[config.mk]
export PLATFORM = sky130hd
export DESIGN_NAME = priority_aging_job_scheduler_core
export DESIGN_NICKNAME = d
export VERILOG_FILES = /design/src/rtl/pajs_pkg.sv /design/src/rtl/pajs_ctrl.sv /design/src/rtl/pajs_dpath.sv /design/src/rtl/priority_aging_job_scheduler_core.sv
export VERILOG_INCLUDE_DIRS = /design/src /design/src/rtl
export SDC_FILE = /design/constraint.sdc
export NUM_CORES = 1
export LEC_CHECK = 0
export BUFFER_PORTS_ARGS = -buffer_cell sky130_fd_sc_hd__buf_2
export CAP_MARGIN = 20
export CORE_MARGIN = 2
export CORE_UTILIZATION = 35
export CTS_BUF_LIST = sky130_fd_sc_hd__clkbuf_8
export CTS_CLUSTER_SIZE = 20
export DETAILED_ROUTE_END_ITERATION = 8
export PLACE_DENSITY = 0.55
export RECOVER_POWER = 50
export SLEW_MARGIN = 30
export SYNTH_ARGS = -nofsm -noshare
export SYNTH_HDL_FRONTEND = slang
export SYNTH_SLANG_ARGS = --single-unit
[constraint.sdc]
create_clock -name clk -period 8.2 [get_ports clk]
set_clock_uncertainty 0.15 [all_clocks]
set_input_delay 1.64 -clock clk [delete_from_list [all_inputs] [get_ports clk]]
set_output_delay 1.64 -clock clk [all_outputs]
set_load 0.05 [all_outputs]
[src/rtl/priority_aging_job_scheduler_core_macros.svh]
// Assertion macros for the priority aging job scheduler core.
// No dependencies; the top level includes this file.
`ifndef PRIORITY_AGING_JOB_SCHEDULER_CORE_MACROS_SVH
`define PRIORITY_AGING_JOB_SCHEDULER_CORE_MACROS_SVH

// Same-cycle implication, off while in reset.
`define PAJS_ASSERT_NOW(name, clk, rst_n, ante, cons) \
    name: assert property (@(posedge clk) disable iff (!rst_n) (ante) |-> (cons)) \
        else $error("pajs: same-cycle check failed");

// Next-cycle implication, off while in reset.
`define PAJS_ASSERT_NEXT(name, clk, rst_n, ante, cons) \
    name: assert property (@(posedge clk) disable iff (!rst_n) (ante) |=> (cons)) \
        else $error("pajs: next-cycle check failed");

`endif

[src/rtl/pajs_pkg.sv]
// Shared types and constants for the priority aging job scheduler.
// No dependencies; used by the controller, the datapath and the top level.
package pajs_pkg;

    localparam int PRI_W     = 3;
    localparam int WAIT_W    = 8;
    localparam int AGE_W     = 8;
    localparam int FUNC_W    = 3;
    localparam int OUT_ID_W  = 16;
    localparam int CNT_W     = 5;
    localparam int CFG_W     = 8;
    localparam int CFG_IDX_W = 1;

    typedef logic [FUNC_W-1:0]    func_t;
    typedef logic [CFG_IDX_W-1:0] cfg_idx_t;

    // Command codes
    localparam func_t FUNC_TICK = 3'd0;
    localparam func_t FUNC_ENQ  = 3'd1;
    localparam func_t FUNC_DEQ  = 3'd2;
    localparam func_t FUNC_NOP  = 3'd3;
    localparam func_t FUNC_MARK = 3'd4;

    // Register indexes
    localparam cfg_idx_t CFG_AGING = 1'b0;
    localparam cfg_idx_t CFG_CEIL  = 1'b1;

    localparam logic [WAIT_W-1:0] WAIT_MAX  = 8'hFF;
    localparam logic [AGE_W-1:0]  AGING_RST = 8'd10;
    localparam logic [PRI_W-1:0]  CEIL_RST  = 3'd3;

    // Controller to datapath
    typedef struct packed {
        logic load;      // capture word, apply command
        logic scan_rd;   // read next slot
        logic finish;    // pick, switch, update counts
        logic wb;        // second slot write
        logic report;    // drive result ports
    } pajs_cmd_t;

    // Datapath to controller
    typedef struct packed {
        logic no_tick;   // captured word is a finish mark
        logic scan_last; // reading the last slot
    } pajs_stat_t;

endpackage

[src/rtl/pajs_ctrl.sv]
// Sequencing state machine for the priority aging job scheduler.
// Depends on pajs_pkg; drives the datapath through pajs_cmd_t.
module pajs_ctrl (
    input  logic                   clk,
    input  logic                   rst_n,
    input  logic                   start,
    input  pajs_pkg::pajs_stat_t   stat,
    output pajs_pkg::pajs_cmd_t    cmd,
    output logic                   busy
);
    import pajs_pkg::*;

    typedef enum logic [2:0] {
        S_IDLE,
        S_CHECK,
        S_SCAN,
        S_DRAIN,
        S_FIN,
        S_WB
    } state_t;

    state_t state_reg;
    state_t state_next;
    logic   busy_reg;

    always_comb
    begin
        state_next = state_reg;
        cmd        = '0;
        unique case (state_reg)
            S_IDLE:
            begin
                if (start)
                begin
                    cmd.load   = 1'b1;
                    state_next = S_CHECK;
                end
            end
            S_CHECK:
            begin
                if (stat.no_tick)
                begin
                    cmd.report = 1'b1;
                    state_next = S_IDLE;
                end
                else
                begin
                    state_next = S_SCAN;
                end
            end
            S_SCAN:
            begin
                cmd.scan_rd = 1'b1;
                if (stat.scan_last)
                begin
                    state_next = S_DRAIN;
                end
            end
            S_DRAIN:
            begin
                state_next = S_FIN;
            end
            S_FIN:
            begin
                cmd.finish = 1'b1;
                state_next = S_WB;
            end
            S_WB:
            begin
                cmd.wb     = 1'b1;
                cmd.report = 1'b1;
                state_next = S_IDLE;
            end
            default:
            begin
                state_next = S_IDLE;
            end
        endcase
    end

    always_ff @(posedge clk or negedge rst_n)
    begin
        if (!rst_n)
        begin
            state_reg <= S_IDLE;
            busy_reg  <= 1'b0;
        end
        else
        begin
            state_reg <= state_next;
            busy_reg  <= (state_next != S_IDLE);
        end
    end

    assign busy = busy_reg;

endmodule

[src/rtl/pajs_dpath.sv]
// Datapath of the priority aging job scheduler: slot memory, scan, pick, run state.
// Depends on pajs_pkg; commanded by pajs_ctrl.
module pajs_dpath #(
    parameter int SLOTS   = 16,
    parameter int ID_BITS = 16
) (
    input  logic                              clk,
    input  logic                              rst_n,
    input  pajs_pkg::pajs_cmd_t               cmd,
    output pajs_pkg::pajs_stat_t              stat,
    input  logic [pajs_pkg::FUNC_W-1:0]       func,
    input  logic [pajs_pkg::PRI_W-1:0]        base_priority,
    input  logic [pajs_pkg::OUT_ID_W-1:0]     target_id,
    input  logic                              cfg_we,
    input  logic [pajs_pkg::CFG_IDX_W-1:0]    cfg_addr,
    input  logic [pajs_pkg::CFG_W-1:0]        cfg_wdata,
    output logic                              done,
    output logic                              running_valid,
    output logic [pajs_pkg::OUT_ID_W-1:0]     running_id,
    output logic                              switched,
    output logic [pajs_pkg::OUT_ID_W-1:0]     assigned_id,
    output logic                              rejected,
    output logic                              removed,
    output logic [pajs_pkg::CNT_W-1:0]        waiting_count
);
    import pajs_pkg::*;

    localparam int IDX_W  = $clog2(SLOTS);
    localparam int QLEN_W = $clog2(SLOTS + 1);

    typedef struct packed {
        logic [ID_BITS-1:0] id;
        logic [PRI_W-1:0]   base;
        logic [PRI_W-1:0]   cur;
        logic [WAIT_W-1:0]  wait_cnt;
        logic [QLEN_W-1:0]  rank;
    } slot_t;

    typedef struct packed {
        logic               vld;
        logic [IDX_W-1:0]   idx;
        logic [PRI_W-1:0]   cur;
        logic [QLEN_W-1:0]  rank;
        logic [ID_BITS-1:0] id;
        logic [PRI_W-1:0]   base;
    } cand_t;

    typedef struct packed {
        logic               vld;
        logic [IDX_W-1:0]   idx;
        logic [QLEN_W-1:0]  rank;
    } hit_t;

    typedef struct packed {
        logic               vld;
        logic [QLEN_W-1:0]  rank;
    } pend_t;

    // slot memory: one write port, one registered read port
    slot_t mem [SLOTS];
    slot_t rd_data_reg;

    logic [SLOTS-1:0]    valid_reg;
    logic [QLEN_W-1:0]   queue_len_reg;
    logic                run_valid_reg;
    logic [ID_BITS-1:0]  run_id_reg;
    logic [PRI_W-1:0]    run_base_reg;
    logic                run_done_reg;
    logic [ID_BITS-1:0]  last_id_reg;
    logic [AGE_W-1:0]    aging_reg;
    logic [PRI_W-1:0]    ceil_reg;

    // per-word registers
    logic [FUNC_W-1:0]   func_reg;
    logic [PRI_W-1:0]    base_reg;
    logic [OUT_ID_W-1:0] target_reg;
    logic                new_reg;
    logic                deq_scan_reg;
    logic                switched_reg;
    logic                removed_reg;
    logic                rejected_reg;
    logic [OUT_ID_W-1:0] assigned_reg;

    // scan registers
    logic [IDX_W-1:0]    scan_idx_reg;
    logic [IDX_W-1:0]    proc_idx_reg;
    logic                proc_vld_reg;
    logic                free_found_reg;
    logic [IDX_W-1:0]    free_idx_reg;
    cand_t               b1_reg;
    cand_t               b2_reg;
    hit_t                hit_reg;

    // rank fixes left by the last pick, applied as slots are read
    pend_t               pend_h_reg;
    pend_t               pend_s_reg;

    logic                wb_en_reg;
    slot_t               wb_data_reg;

    // result registers
    logic                done_reg;
    logic                out_run_valid_reg;
    logic [OUT_ID_W-1:0] out_run_id_reg;
    logic                out_switched_reg;
    logic [OUT_ID_W-1:0] out_assigned_reg;
    logic                out_rejected_reg;
    logic                out_removed_reg;
    logic [CNT_W-1:0]    out_count_reg;

    function automatic logic beats(
        input logic [PRI_W-1:0]  ca,
        input logic [QLEN_W-1:0] ra,
        input logic [PRI_W-1:0]  cb,
        input logic [QLEN_W-1:0] rb
    );
        return (ca > cb) || ((ca == cb) && (ra < rb));
    endfunction

    // ---- command side ----
    logic                run_match;
    logic [ID_BITS-1:0]  id_inc;
    logic [ID_BITS-1:0]  next_id;
    logic                full;

    always_comb
    begin
        run_match = (func == FUNC_DEQ) && run_valid_reg &&
                    (32'(run_id_reg) == 32'(target_id));
        id_inc    = last_id_reg + ID_BITS'(1);
        next_id   = (id_inc == '0) ? ID_BITS'(1) : id_inc;
        full      = (queue_len_reg == QLEN_W'(SLOTS));
    end

    // ---- scan side: age one slot ----
    logic                dec_h;
    logic                dec_s;
    logic [QLEN_W-1:0]   rank_c;
    logic [WAIT_W-1:0]   wait_n;
    logic [PRI_W-1:0]    cur_n;
    slot_t               aged;
    cand_t               cand_in;
    logic                id_hit;

    always_comb
    begin
        dec_h  = pend_h_reg.vld && (rd_data_reg.rank > pend_h_reg.rank);
        dec_s  = pend_s_reg.vld && (rd_data_reg.rank > pend_s_reg.rank);
        rank_c = rd_data_reg.rank - QLEN_W'(dec_h) - QLEN_W'(dec_s);
        wait_n = (rd_data_reg.wait_cnt == WAIT_MAX) ? WAIT_MAX
                                                    : rd_data_reg.wait_cnt + WAIT_W'(1);
        cur_n  = ((wait_n >= aging_reg) && (rd_data_reg.cur < ceil_reg))
                 ? rd_data_reg.cur + PRI_W'(1) : rd_data_reg.cur;

        aged.id       = rd_data_reg.id;
        aged.base     = rd_data_reg.base;
        aged.cur      = cur_n;
        aged.wait_cnt = wait_n;
        aged.rank     = rank_c;

        cand_in.vld  = 1'b1;
        cand_in.idx  = proc_idx_reg;
        cand_in.cur  = cur_n;
        cand_in.rank = rank_c;
        cand_in.id   = rd_data_reg.id;
        cand_in.base = rd_data_reg.base;

        id_hit = deq_scan_reg && (32'(rd_data_reg.id) == 32'(target_reg)) &&
                 (!hit_reg.vld || (rank_c < hit_reg.rank));
    end

    // ---- finish side: pick and switch ----
    cand_t               cand;
    logic [PRI_W-1:0]    new_cur;
    logic                sel_new;
    logic                sel_vld;
    logic                push;
    logic [ID_BITS-1:0]  sel_id;
    logic [PRI_W-1:0]    sel_base;
    logic [QLEN_W-1:0]   sel_rank;
    slot_t               push_ent;
    slot_t               new_ent;
    logic [QLEN_W-1:0]   q_next;

    always_comb
    begin
        // best slot left once the dequeued one is out
        cand    = (hit_reg.vld && (b1_reg.idx == hit_reg.idx)) ? b2_reg : b1_reg;
        new_cur = ((aging_reg <= AGE_W'(1)) && (base_reg < ceil_reg))
                  ? base_reg + PRI_W'(1) : base_reg;
        // the new job is youngest, so it needs a strictly higher priority
        sel_new = new_reg && (!cand.vld || (new_cur > cand.cur));
        sel_vld = cand.vld || new_reg;
        push    = sel_vld && run_valid_reg && !run_done_reg;

        sel_id   = sel_new ? last_id_reg   : cand.id;
        sel_base = sel_new ? base_reg      : cand.base;
        sel_rank = sel_new ? queue_len_reg : cand.rank;

        // ranks written in this word's numbering; the pending fixes settle them
        push_ent.id       = run_id_reg;
        push_ent.base     = run_base_reg;
        push_ent.cur      = run_base_reg;
        push_ent.wait_cnt = '0;
        push_ent.rank     = queue_len_reg + QLEN_W'(new_reg);

        new_ent.id        = last_id_reg;
        new_ent.base      = base_reg;
        new_ent.cur       = new_cur;
        new_ent.wait_cnt  = WAIT_W'(1);
        new_ent.rank      = queue_len_reg;

        q_next = queue_len_reg + QLEN_W'(new_reg) + QLEN_W'(push)
                 - QLEN_W'(hit_reg.vld) - QLEN_W'(sel_vld);
    end

    // ---- memory write port ----
    logic                wr_en;
    logic [IDX_W-1:0]    wr_addr;
    slot_t               wr_data;

    always_comb
    begin
        wr_en   = 1'b0;
        wr_addr = proc_idx_reg;
        wr_data = aged;
        priority if (proc_vld_reg)
        begin
            wr_en = 1'b1;
        end
        else if (cmd.finish && push && !sel_new)
        begin
            wr_en   = 1'b1;
            wr_addr = cand.idx;
            wr_data = push_ent;
        end
        else if (cmd.wb && wb_en_reg)
        begin
            wr_en   = 1'b1;
            wr_addr = free_idx_reg;
            wr_data = wb_data_reg;
        end
    end

    always_ff @(posedge clk)
    begin
        if (wr_en)
        begin
            mem[wr_addr] <= wr_data;
        end
        if (cmd.scan_rd)
        begin
            rd_data_reg <= mem[scan_idx_reg];
        end
    end

    always_ff @(posedge clk or negedge rst_n)
    begin
        if (!rst_n)
        begin
            valid_reg         <= '0;
            queue_len_reg     <= '0;
            run_valid_reg     <= 1'b0;
            run_id_reg        <= '0;
            run_base_reg      <= '0;
            run_done_reg      <= 1'b0;
            last_id_reg       <= '0;
            aging_reg         <= AGING_RST;
            ceil_reg          <= CEIL_RST;
            func_reg          <= FUNC_TICK;
            base_reg          <= '0;
            target_reg        <= '0;
            new_reg           <= 1'b0;
            deq_scan_reg      <= 1'b0;
            switched_reg      <= 1'b0;
            removed_reg       <= 1'b0;
            rejected_reg      <= 1'b0;
            assigned_reg      <= '0;
            scan_idx_reg      <= '0;
            proc_idx_reg      <= '0;
            proc_vld_reg      <= 1'b0;
            free_found_reg    <= 1'b0;
            free_idx_reg      <= '0;
            b1_reg            <= '0;
            b2_reg            <= '0;
            hit_reg           <= '0;
            pend_h_reg        <= '0;
            pend_s_reg        <= '0;
            wb_en_reg         <= 1'b0;
            wb_data_reg       <= '0;
            done_reg          <= 1'b0;
            out_run_valid_reg <= 1'b0;
            out_run_id_reg    <= '0;
            out_switched_reg  <= 1'b0;
            out_assigned_reg  <= '0;
            out_rejected_reg  <= 1'b0;
            out_removed_reg   <= 1'b0;
            out_count_reg     <= '0;
        end
        else
        begin
            if (cfg_we)
            begin
                unique case (cfg_addr)
                    CFG_AGING: aging_reg <= cfg_wdata;
                    CFG_CEIL:  ceil_reg  <= cfg_wdata[PRI_W-1:0];
                    default:   aging_reg <= aging_reg;
                endcase
            end

            // accept a word and apply its command
            if (cmd.load)
            begin
                func_reg       <= func;
                base_reg       <= base_priority;
                target_reg     <= target_id;
                switched_reg   <= 1'b0;
                removed_reg    <= run_match;
                rejected_reg   <= 1'b0;
                assigned_reg   <= '0;
                new_reg        <= 1'b0;
                deq_scan_reg   <= (func == FUNC_DEQ) && !run_match;
                scan_idx_reg   <= '0;
                free_found_reg <= 1'b0;
                b1_reg.vld     <= 1'b0;
                b2_reg.vld     <= 1'b0;
                hit_reg.vld    <= 1'b0;
                unique case (func)
                    FUNC_ENQ:
                    begin
                        if (full)
                        begin
                            rejected_reg <= 1'b1;
                        end
                        else
                        begin
                            new_reg      <= 1'b1;
                            last_id_reg  <= next_id;
                            assigned_reg <= OUT_ID_W'(next_id);
                        end
                    end
                    FUNC_DEQ:
                    begin
                        if (run_match)
                        begin
                            run_valid_reg <= 1'b0;
                            run_done_reg  <= 1'b0;
                        end
                    end
                    FUNC_MARK:
                    begin
                        if (run_valid_reg)
                        begin
                            run_done_reg <= 1'b1;
                        end
                    end
                    FUNC_TICK, FUNC_NOP:
                    begin
                        run_done_reg <= run_done_reg;
                    end
                    default:
                    begin
                        run_done_reg <= run_done_reg;
                    end
                endcase
            end

            // read stage
            if (cmd.scan_rd)
            begin
                proc_idx_reg <= scan_idx_reg;
                proc_vld_reg <= valid_reg[scan_idx_reg];
                scan_idx_reg <= scan_idx_reg + IDX_W'(1);
                if (!valid_reg[scan_idx_reg] && !free_found_reg)
                begin
                    free_found_reg <= 1'b1;
                    free_idx_reg   <= scan_idx_reg;
                end
            end
            else
            begin
                proc_vld_reg <= 1'b0;
            end

            // compare stage: keep the two best and the dequeue match
            if (proc_vld_reg)
            begin
                if (!b1_reg.vld || beats(cur_n, rank_c, b1_reg.cur, b1_reg.rank))
                begin
                    b2_reg <= b1_reg;
                    b1_reg <= cand_in;
                end
                else if (!b2_reg.vld || beats(cur_n, rank_c, b2_reg.cur, b2_reg.rank))
                begin
                    b2_reg <= cand_in;
                end
                if (id_hit)
                begin
                    hit_reg.vld  <= 1'b1;
                    hit_reg.idx  <= proc_idx_reg;
                    hit_reg.rank <= rank_c;
                end
            end

            if (cmd.finish)
            begin
                if (sel_vld)
                begin
                    run_valid_reg <= 1'b1;
                    run_id_reg    <= sel_id;
                    run_base_reg  <= sel_base;
                    run_done_reg  <= 1'b0;
                end
                else if (run_done_reg)
                begin
                    run_valid_reg <= 1'b0;
                    run_done_reg  <= 1'b0;
                end
                switched_reg    <= sel_vld;
                removed_reg     <= removed_reg | hit_reg.vld;
                queue_len_reg   <= q_next;
                pend_h_reg.vld  <= hit_reg.vld;
                pend_h_reg.rank <= hit_reg.rank;
                pend_s_reg.vld  <= sel_vld;
                pend_s_reg.rank <= sel_rank;

                if (hit_reg.vld)
                begin
                    valid_reg[hit_reg.idx] <= 1'b0;
                end
                if (sel_vld && !sel_new && !push)
                begin
                    valid_reg[cand.idx] <= 1'b0;
                end
                if ((new_reg && !sel_new) || (sel_new && push))
                begin
                    valid_reg[free_idx_reg] <= 1'b1;
                    wb_en_reg               <= 1'b1;
                    wb_data_reg             <= sel_new ? push_ent : new_ent;
                end
                else
                begin
                    wb_en_reg <= 1'b0;
                end
            end

            if (cmd.report)
            begin
                done_reg          <= 1'b1;
                out_run_valid_reg <= run_valid_reg;
                out_run_id_reg    <= run_valid_reg ? OUT_ID_W'(run_id_reg) : '0;
                out_switched_reg  <= switched_reg;
                out_assigned_reg  <= assigned_reg;
                out_rejected_reg  <= rejected_reg;
                out_removed_reg   <= removed_reg;
                out_count_reg     <= CNT_W'(queue_len_reg);
            end
            else
            begin
                done_reg <= 1'b0;
            end
        end
    end

    assign stat.no_tick   = (func_reg == FUNC_MARK);
    assign stat.scan_last = (scan_idx_reg == IDX_W'(SLOTS - 1));

    assign done          = done_reg;
    assign running_valid = out_run_valid_reg;
    assign running_id    = out_run_id_reg;
    assign switched      = out_switched_reg;
    assign assigned_id   = out_assigned_reg;
    assign rejected      = out_rejected_reg;
    assign removed       = out_removed_reg;
    assign waiting_count = out_count_reg;

endmodule

[src/rtl/priority_aging_job_scheduler_core.sv]
// Top level of the priority aging job scheduler: controller plus datapath.
// Depends on pajs_pkg, pajs_ctrl, pajs_dpath and the assertion macro header.
`include "priority_aging_job_scheduler_core_macros.svh"

// Preemptive priority scheduler with aging. A command word (func, base_priority,
// target_id) is taken at a clock edge where start is high and busy is low.
// Codes: 0 tick, 1 enqueue then tick, 2 dequeue then tick, 3 no-op then tick,
// 4 mark the running job finished (no tick); 5 to 7 act as a plain tick.
// Every word yields exactly one result word, shown for a single cycle with
// done high; the receiver cannot stall it, so capture it on that cycle.
// A ticking word scans the slot memory through its single read port one entry
// per clock; a finish mark skips the scan. No clearing pass is needed after
// reset: slot valid bits live in flops. Configuration (cfg_we, cfg_addr,
// cfg_wdata) is to be written by the user only while idle; the block itself
// does not enforce this. Index 0 is aging_ticks (reset 10), index 1 is
// priority_ceiling (reset 3).
module priority_aging_job_scheduler_core #(
    parameter int SLOTS   = 16,
    parameter int ID_BITS = 16
) (
    input  logic                              clk,
    input  logic                              rst_n,
    // command word
    input  logic                              start,
    output logic                              busy,
    input  logic [pajs_pkg::FUNC_W-1:0]       func,
    input  logic [pajs_pkg::PRI_W-1:0]        base_priority,
    input  logic [pajs_pkg::OUT_ID_W-1:0]     target_id,
    // configuration
    input  logic                              cfg_we,
    input  logic [pajs_pkg::CFG_IDX_W-1:0]    cfg_addr,
    input  logic [pajs_pkg::CFG_W-1:0]        cfg_wdata,
    // result word
    output logic                              done,
    output logic                              running_valid,
    output logic [pajs_pkg::OUT_ID_W-1:0]     running_id,
    output logic                              switched,
    output logic [pajs_pkg::OUT_ID_W-1:0]     assigned_id,
    output logic                              rejected,
    output logic                              removed,
    output logic [pajs_pkg::CNT_W-1:0]        waiting_count
);
    import pajs_pkg::*;

    pajs_cmd_t  cmd;
    pajs_stat_t stat;

    // Sequencer: idle, decode, slot scan, drain, pick, write-back.
    pajs_ctrl u_ctrl (
        .clk   (clk),
        .rst_n (rst_n),
        .start (start),
        .stat  (stat),
        .cmd   (cmd),
        .busy  (busy)
    );

    // Slot memory, running job, id counter and the result register.
    // Ranks are fixed up lazily: the removals of one word are applied
    // to each slot as the next word's scan reads it.
    pajs_dpath #(
        .SLOTS   (SLOTS),
        .ID_BITS (ID_BITS)
    ) u_dpath (
        .clk           (clk),
        .rst_n         (rst_n),
        .cmd           (cmd),
        .stat          (stat),
        .func          (func),
        .base_priority (base_priority),
        .target_id     (target_id),
        .cfg_we        (cfg_we),
        .cfg_addr      (cfg_addr),
        .cfg_wdata     (cfg_wdata),
        .done          (done),
        .running_valid (running_valid),
        .running_id    (running_id),
        .switched      (switched),
        .assigned_id   (assigned_id),
        .rejected      (rejected),
        .removed       (removed),
        .waiting_count (waiting_count)
    );

    // Result strobe lasts one cycle.
    `PAJS_ASSERT_NEXT(a_done_single, clk, rst_n, done, !done)
    // An accepted word makes the block busy and never reports on the next cycle.
    `PAJS_ASSERT_NEXT(a_accept_busy, clk, rst_n, start && !busy, busy && !done)
    // No running job means a zero id.
    `PAJS_ASSERT_NOW(a_idle_id, clk, rst_n, done && !running_valid, running_id == '0)
    // A rejected enqueue hands out no id and removes nothing.
    `PAJS_ASSERT_NOW(a_reject_clean, clk, rst_n, done && rejected, (assigned_id == '0) && !removed)

endmodule
; ---- Yosys cells after proc, flatten, opt, wreduce, memory -nomap -nowiden
; Memories as Yosys holds them, arrays and structs flattened. A register that Yosys moved wholly into a read port is not among the register bits.
; Cells that the tools add are included.
[op_classes]
n_addsub = 11
n_lt_le_gt_ge = 19
n_eq_ne = 17
muxes = 86
n_bitwise = 8
reduce_logical = 59
[op_table]
columns = op, count
row1 = 32-bit 2-to-1 mux, 6
row2 = 16-bit 2-to-1 mux, 10
row3 = 35-bit 2-to-1 mux, 4
row4 = 1-bit 2-to-1 mux, 44
row5 = 16-bit bitwise AND, 2
row6 = 16-bit == test, 2
row7 = 16-bit NOT, 2
row8 = 1-bit logical AND, 26
row9 = "4-bit by 5-bit < comparator with 1-bit output, second input constant", 4
row10 = 10-bit 2-to-1 mux, 2
row11 = 4-bit 2-to-1 mux, 5
row12 = 5-bit by 1-bit subtractor with 5-bit output, 4
row13 = "16-bit by 1-bit adder with 16-bit output, second input constant", 1
row14 = 16-bit logical NOT, 1
row15 = 16-bit bitwise OR, 1
row16 = 2-bit AND reduction, 8
row17 = 5-bit < comparator, 3
row18 = 3-bit 2-to-1 mux, 5
row19 = 3-bit case mux with 5 select lines, 1
row20 = 1-bit demux with 4-bit select, 3
row21 = "3-bit == test, second input constant", 4
row22 = "4-bit by 1-bit >= comparator with 1-bit output, second input constant", 3
row23 = 5-bit by 1-bit adder with 5-bit output, 2
row24 = 5-bit greater-than comparator, 2
row25 = other kinds (27), 55
[totals]
reg_bits = 294
ramBits = 560
input_bits = 35
out_inout_bits = 43
wordCells = 259
mem_count = 1
[memory_table]
columns = name, depth, word_bits, rd, rd_ports_with_merged_regs, wr, line
row1 = u_dpath.mem, 16, 35, 1, 1, 1, pajs_dpath.sv:60  ; slot_t mem [SLOTS];

; ---- Longest topological paths before layout
[logic_depth]
depth_word = 13
ltp_mapped = 22
ltp_nobuf = 20

; ---- Hierarchy
; From an unflattened synthesis, not the netlist that was laid out.
[hier_totals]
hier_cells = 2414
area_unflattened_um2 = 37882.6
[by_module_without_submodules]
columns = mod, instances, cells_per_inst, area_per_inst_um2, seq_area_each_um2
row1 = pajs_dpath, 1, 2389, 37637.3, 24953.9
row2 = pajs_ctrl, 1, 25, 245.2, 100.1

; ---- Worst setup path after synthesis
; Ideal clock, no wire load.
[synth_timing]
kind = flip-flop to flip-flop
from = reg u_dpath.hit_reg[8] (netlist name)
to = mem u_dpath.mem[10][0] (netlist name) (enable)
setup_time_ns = 0.471
arrival_ns = 5.944
t_required_ns = 7.579
setup_slack_ns = 1.635
path_stages_with_launch = 14
path_buffers = 2
period_less_slack_ns = 6.565
path_cell_list = dfrtp_1 xnor2_1 nand4_1 nor2_4 buf_2 buf_2 mux2_2 ha_1 and3_1 a211oi_1 a211o_1 a21oi_4 o22a_1 nor3_1
[synth_via]
elab_chain_cells = 12
elab_cells_between_ends = 19
cone_classes = order compare: 1 / eq/ne: 1 / mux: 7 / reduce/logical: 10
[synth_lines]
columns = element, line
row1 = from (decl), pajs_dpath.sv:92  ; hit_t hit_reg;
row2 = 4-bit == test (*), pajs_dpath.sv:188  ; cand = (hit_reg.vld && (b1_reg.idx == hit_reg.idx)) ? b2_reg : b1_reg;
row3 = 1-bit logical AND (*), pajs_dpath.sv:188
row4 = 32-bit 2-to-1 mux (*), pajs_dpath.sv:188
row5 = "3-bit greater-than comparator, or another cell as far along", pajs_dpath.sv:192  ; sel_new = new_reg && (!cand.vld || (new_cur > cand.cur));
row6 = 1-bit logical OR / 1-bit logical AND (equally long branches), "pajs_dpath.sv:192, pajs_dpath.sv:194"
row7 = 1-bit logical AND (on tied branches), "pajs_dpath.sv:192, pajs_dpath.sv:194"
row8 = 1-bit logical NOT / 1-bit logical AND (equally long branches), pajs_dpath.sv:231  ; else if (cmd.finish && push && !sel_new)
row9 = 1-bit logical AND, pajs_dpath.sv:231
row10 = 1-bit 2-to-1 mux, pajs_dpath.sv:231
row11 = 1-bit 2-to-1 mux, pajs_dpath.sv:227  ; priority if (proc_vld_reg)
row12 = 1-bit 2-to-1 mux, pajs_dpath.sv:247  ; if (wr_en)
row13 = 1-bit 2-to-1 mux (implied by the code), pajs_dpath.sv:249  ; mem[wr_addr] <= wr_data;
row14 = to (decl), pajs_dpath.sv:60
; Mark *: on every way between the ends. The rest lies on a longest branch, timed or not.

; ---- Worst setup path after layout
[layout_timing]
from = reg u_dpath.hit_reg[5] (netlist name)
to = mem u_dpath.mem[13][22] (netlist name) (enable)
; The elaborated chain is that of the path after synthesis.

==> results by group <==
Drt
  • DR iter-0 viols: 2043
  • Final antenna-violating net count: 0
  • DRC Markers: 0
  • DR vias: 24100
  • Routed length per instance: 23.64 um
  • Vias per cell: 5.424
  • Routed wire length: 105100 um
  • First-pass iteration count of the detailed router: 5

Pwr
  • Reg power frac: 44.2%
  • Combinational share of power: 31.7%
  • Int Pwr: 9.643 mW
  • Clock share of power: 24.1%
  • PwrDens: 356.7 nW/um2
  • Switch share: 36.77%
  • Leakage power: 16.03 nW
  • Switching power: 5.608 mW
  • Maximum VDD drop: 168.1 uV

STA
  • Fin crit share: 84.93%
  • Period minus WS final: 6.964 ns
  • Setup TNS Final: 0 ns
  • Count of pins over their slew limit: 658
  • Finish-stage setup viols: 0
  • RSZ-0062 raised after global routing: no
  • Hold Fails Final Rpt: 0
  • PnR worst setup slack: 1.236 ns
  • Worst Tran Pin Value: 4.118 ns
  • Highest Clock Rate: 143.6 MHz
  • Worst slew margin: -174.5%
  • Fin Hold WS: 0.3108 ns

Yosys
  • Yosys warns: 0
  • Synth top area share: 47.04%
  • Synth area leader: edfxtp_1
  • Cell variety after synth: 66
  • Synth Cell Area: 37990 um2
  • Synth Register Bits: 882
  • Post-synth EDFFs: 595
  • Most used flip-flop cell after synthesis: edfxtp_1
  • FFs w/ async S/R, synth: 32.54%
  • Synth top area cells: edfxtp_1, dfrtp_1, mux2i_1
  • Syn_area_per_cell: 13.61 um2
  • Syn_nets: 2887
  • Syn Inst Count: 2791
  • Sequential fraction of the synthesis area: 65.96%

Floorplan
  • CORE AREA: 107400 um2
  • Site Rows: 120
  • Die area: 111200 um2
  • Die W: 333.4 um
  • Io pins: 78
  • Die Height: 333.4 um
  • Starting Density: 35.38%

GRT
  • Grt total ovfl: 0
  • First-pass GRT wire length: 156300 um
  • Antenna violations before repair: 2
  • Largest net degree at the start of global routing: 121
  • Met2 usage: 31.23%
  • Vias in the first global route: 24410
  • Global routing usage on met3: 3.099%
  • Met1 usage: 25.09%
  • Most used routing layer: met2
  • All-Layer GR Usage: 18.71%

Worst hold path
  • Hold EP: u_dpath.assigned_id[9]
  • Worst hold stages: 2
  • Worst hold path type: flop to flop
  • Hold path start: u_dpath.assigned_reg[9]

Cells and area
  • Most common cell after layout, fill and taps aside: edfxtp_1
  • Fill count: 10000
  • Most frequent cells in the layout: edfxtp_1, nand2_1, dfrtp_1
  • Layout cells sized above 1: 14.64%
  • Post-Layout Cell Count: 4444
  • Max reg flops: 560
  • Nets: 3015
  • Area added between synthesis and finish: 12.56%

CTS
  • Worst-skew pair later-pin latency: 0.82 ns
  • Root Driver: clkbuf_8
  • Post-cts gate resize count: 0
  • CTS Hold Bufs: 0
  • Setup bufs post-CTS: 0
  • Clock transition at the registers of the reported paths: 0.06 ns
  • CTS tree: built
  • # clock sinks: 882
  • TritonCTS buffer count: 147
  • Max Root-Sink Buffers: 3
  • CTS H-tree lvls: 4

Status
  • Status: finished, violations left
  • Failing checks: capacitance limit, slew limit

Setup path
  • CP max-delay cell: a211o_1
  • Crit path launch: u_dpath.hit_reg[5]
  • Top delay family on crit path: compound AO/OA/AOI/OAI gates
  • R2r setup slk: 1.24 ns
  • R2r startpoint: u_dpath.hit_reg[5]
  • Worst setup SP type: flop
  • WP data required: 8.48 ns
  • Worst stage delay on the critical path: 0.83 ns
  • Kind of critical path: flop to flop
  • Reg2reg end: u_dpath.mem[13][22]
  • Buffer and inverter count on the worst path: 2
  • Crit Path Max Fanout: 35
  • R2R depth: 13
  • CP endpoint kind: flop
  • Critical path arrival: 7.25 ns
  • Critical path, cell by cell: xnor2_1 > nand4_1 > nor2_1 > mux2_2 > ha_1 > and3_1 > a211oi_1 > a211o_1 > a21oi_4 > clkbuf_1 > o22a_1 > nor3_2 > buf_4

Placement
  • Placed cells: 4171
  • Post-DP HPWL: 62400 um
  • Setup Slack @ Placement: 1.999 ns
  • IO Port Bufs: 77
  • Gpl congestion: 0.9117

Job
  • Max Cap Violations: 16
[tightest hold or removal path, cell delays in order, from the launching register on]
cell and delay (ns):
dfrtp_1 0.34, nand2_1 0.05, nand2_1 0.05
[through the flow]
| step | area [um2] | utilization, % | total power [mW] |
|---|---|---|---|
| global placement | 40060 | 37.32 | 11.44 |
| finish | 42760 | 39.83 | 15.25 |
| detailed placement | 40130 | 37.38 | 11.66 |
| CTS | 42900 | 39.96 | 15.36 |
| floorplan | 37990 | - | 9.954 |
| global route | 42760 | 39.83 | 16.08 |
[synthesized netlist by cell type, types with 37 or more instances]
cell      instances
ha_1             58
nand3_1          37
mux4_2           72
o22ai_1          55
a21oi_1         129
edfxtp_1        595
mux2i_1         171
nor2_1          124
o21ai_0         145
mux2_2           58
xor2_1           52
a22oi_1          52
clkbuf_1         98
dfrtp_1         283
inv_1            70
buf_2            45
nand2_1         407
a221oi_1         74
[power groups by stage]
stage          clock network (mW)  registers, mW  logic [mW]
2_1_floorplan                   0           6.66        3.30
3_3_place_gp                    0           6.78        4.67
3_5_place_dp                    0           6.80        4.85
4_1_cts                      3.76           6.72        4.88
5_1_grt                      3.95           6.81        5.32
6_report                     3.67           6.74        4.84
[final cells by class]
cell class,count,area [um2],area share (%)
well taps,1403,1755,4.106
diodes,2,5.005,0.01171
clock buffers,160,2202,5.150
multi-input cells,1676,12120,28.35
repair buffers,140,773.2,1.808
inverters,72,270.3,0.6321
clock inverters,109,564.3,1.320
flip-flops and latches,882,25060,58.62
[cell families after synthesis]
logic type,share of synthesized area [%]
AO/OA/AOI/OAI,9.407
XOR/XNOR,1.960
adder cells (fa/ha/maj),2.069
buffers and inverters,2.510
flip-flops,65.96
multiplexers,10.49
AND/OR/NAND/NOR,7.602
[worst max-delay path by stage]
stage / end / depth (start not counted)
floorplan: u_dpath.mem[10][0] / 13
finish: u_dpath.mem[13][22] / 13
global route: u_dpath.scan_idx_reg[1] / 3
global placement: u_dpath.mem[6][6] / 15
detailed placement: u_dpath.b2_reg[30] / 20
CTS: u_dpath.b2_reg[30] / 20
[metal layers]
layer,up-vias,part of all wire [%]
met5,-,0
met4,0,2.2
met3,152,5.6
met2,854,49
met1,12340,44
li1,10760,-
No activity file was read; power rests on OpenSTA's default activity.
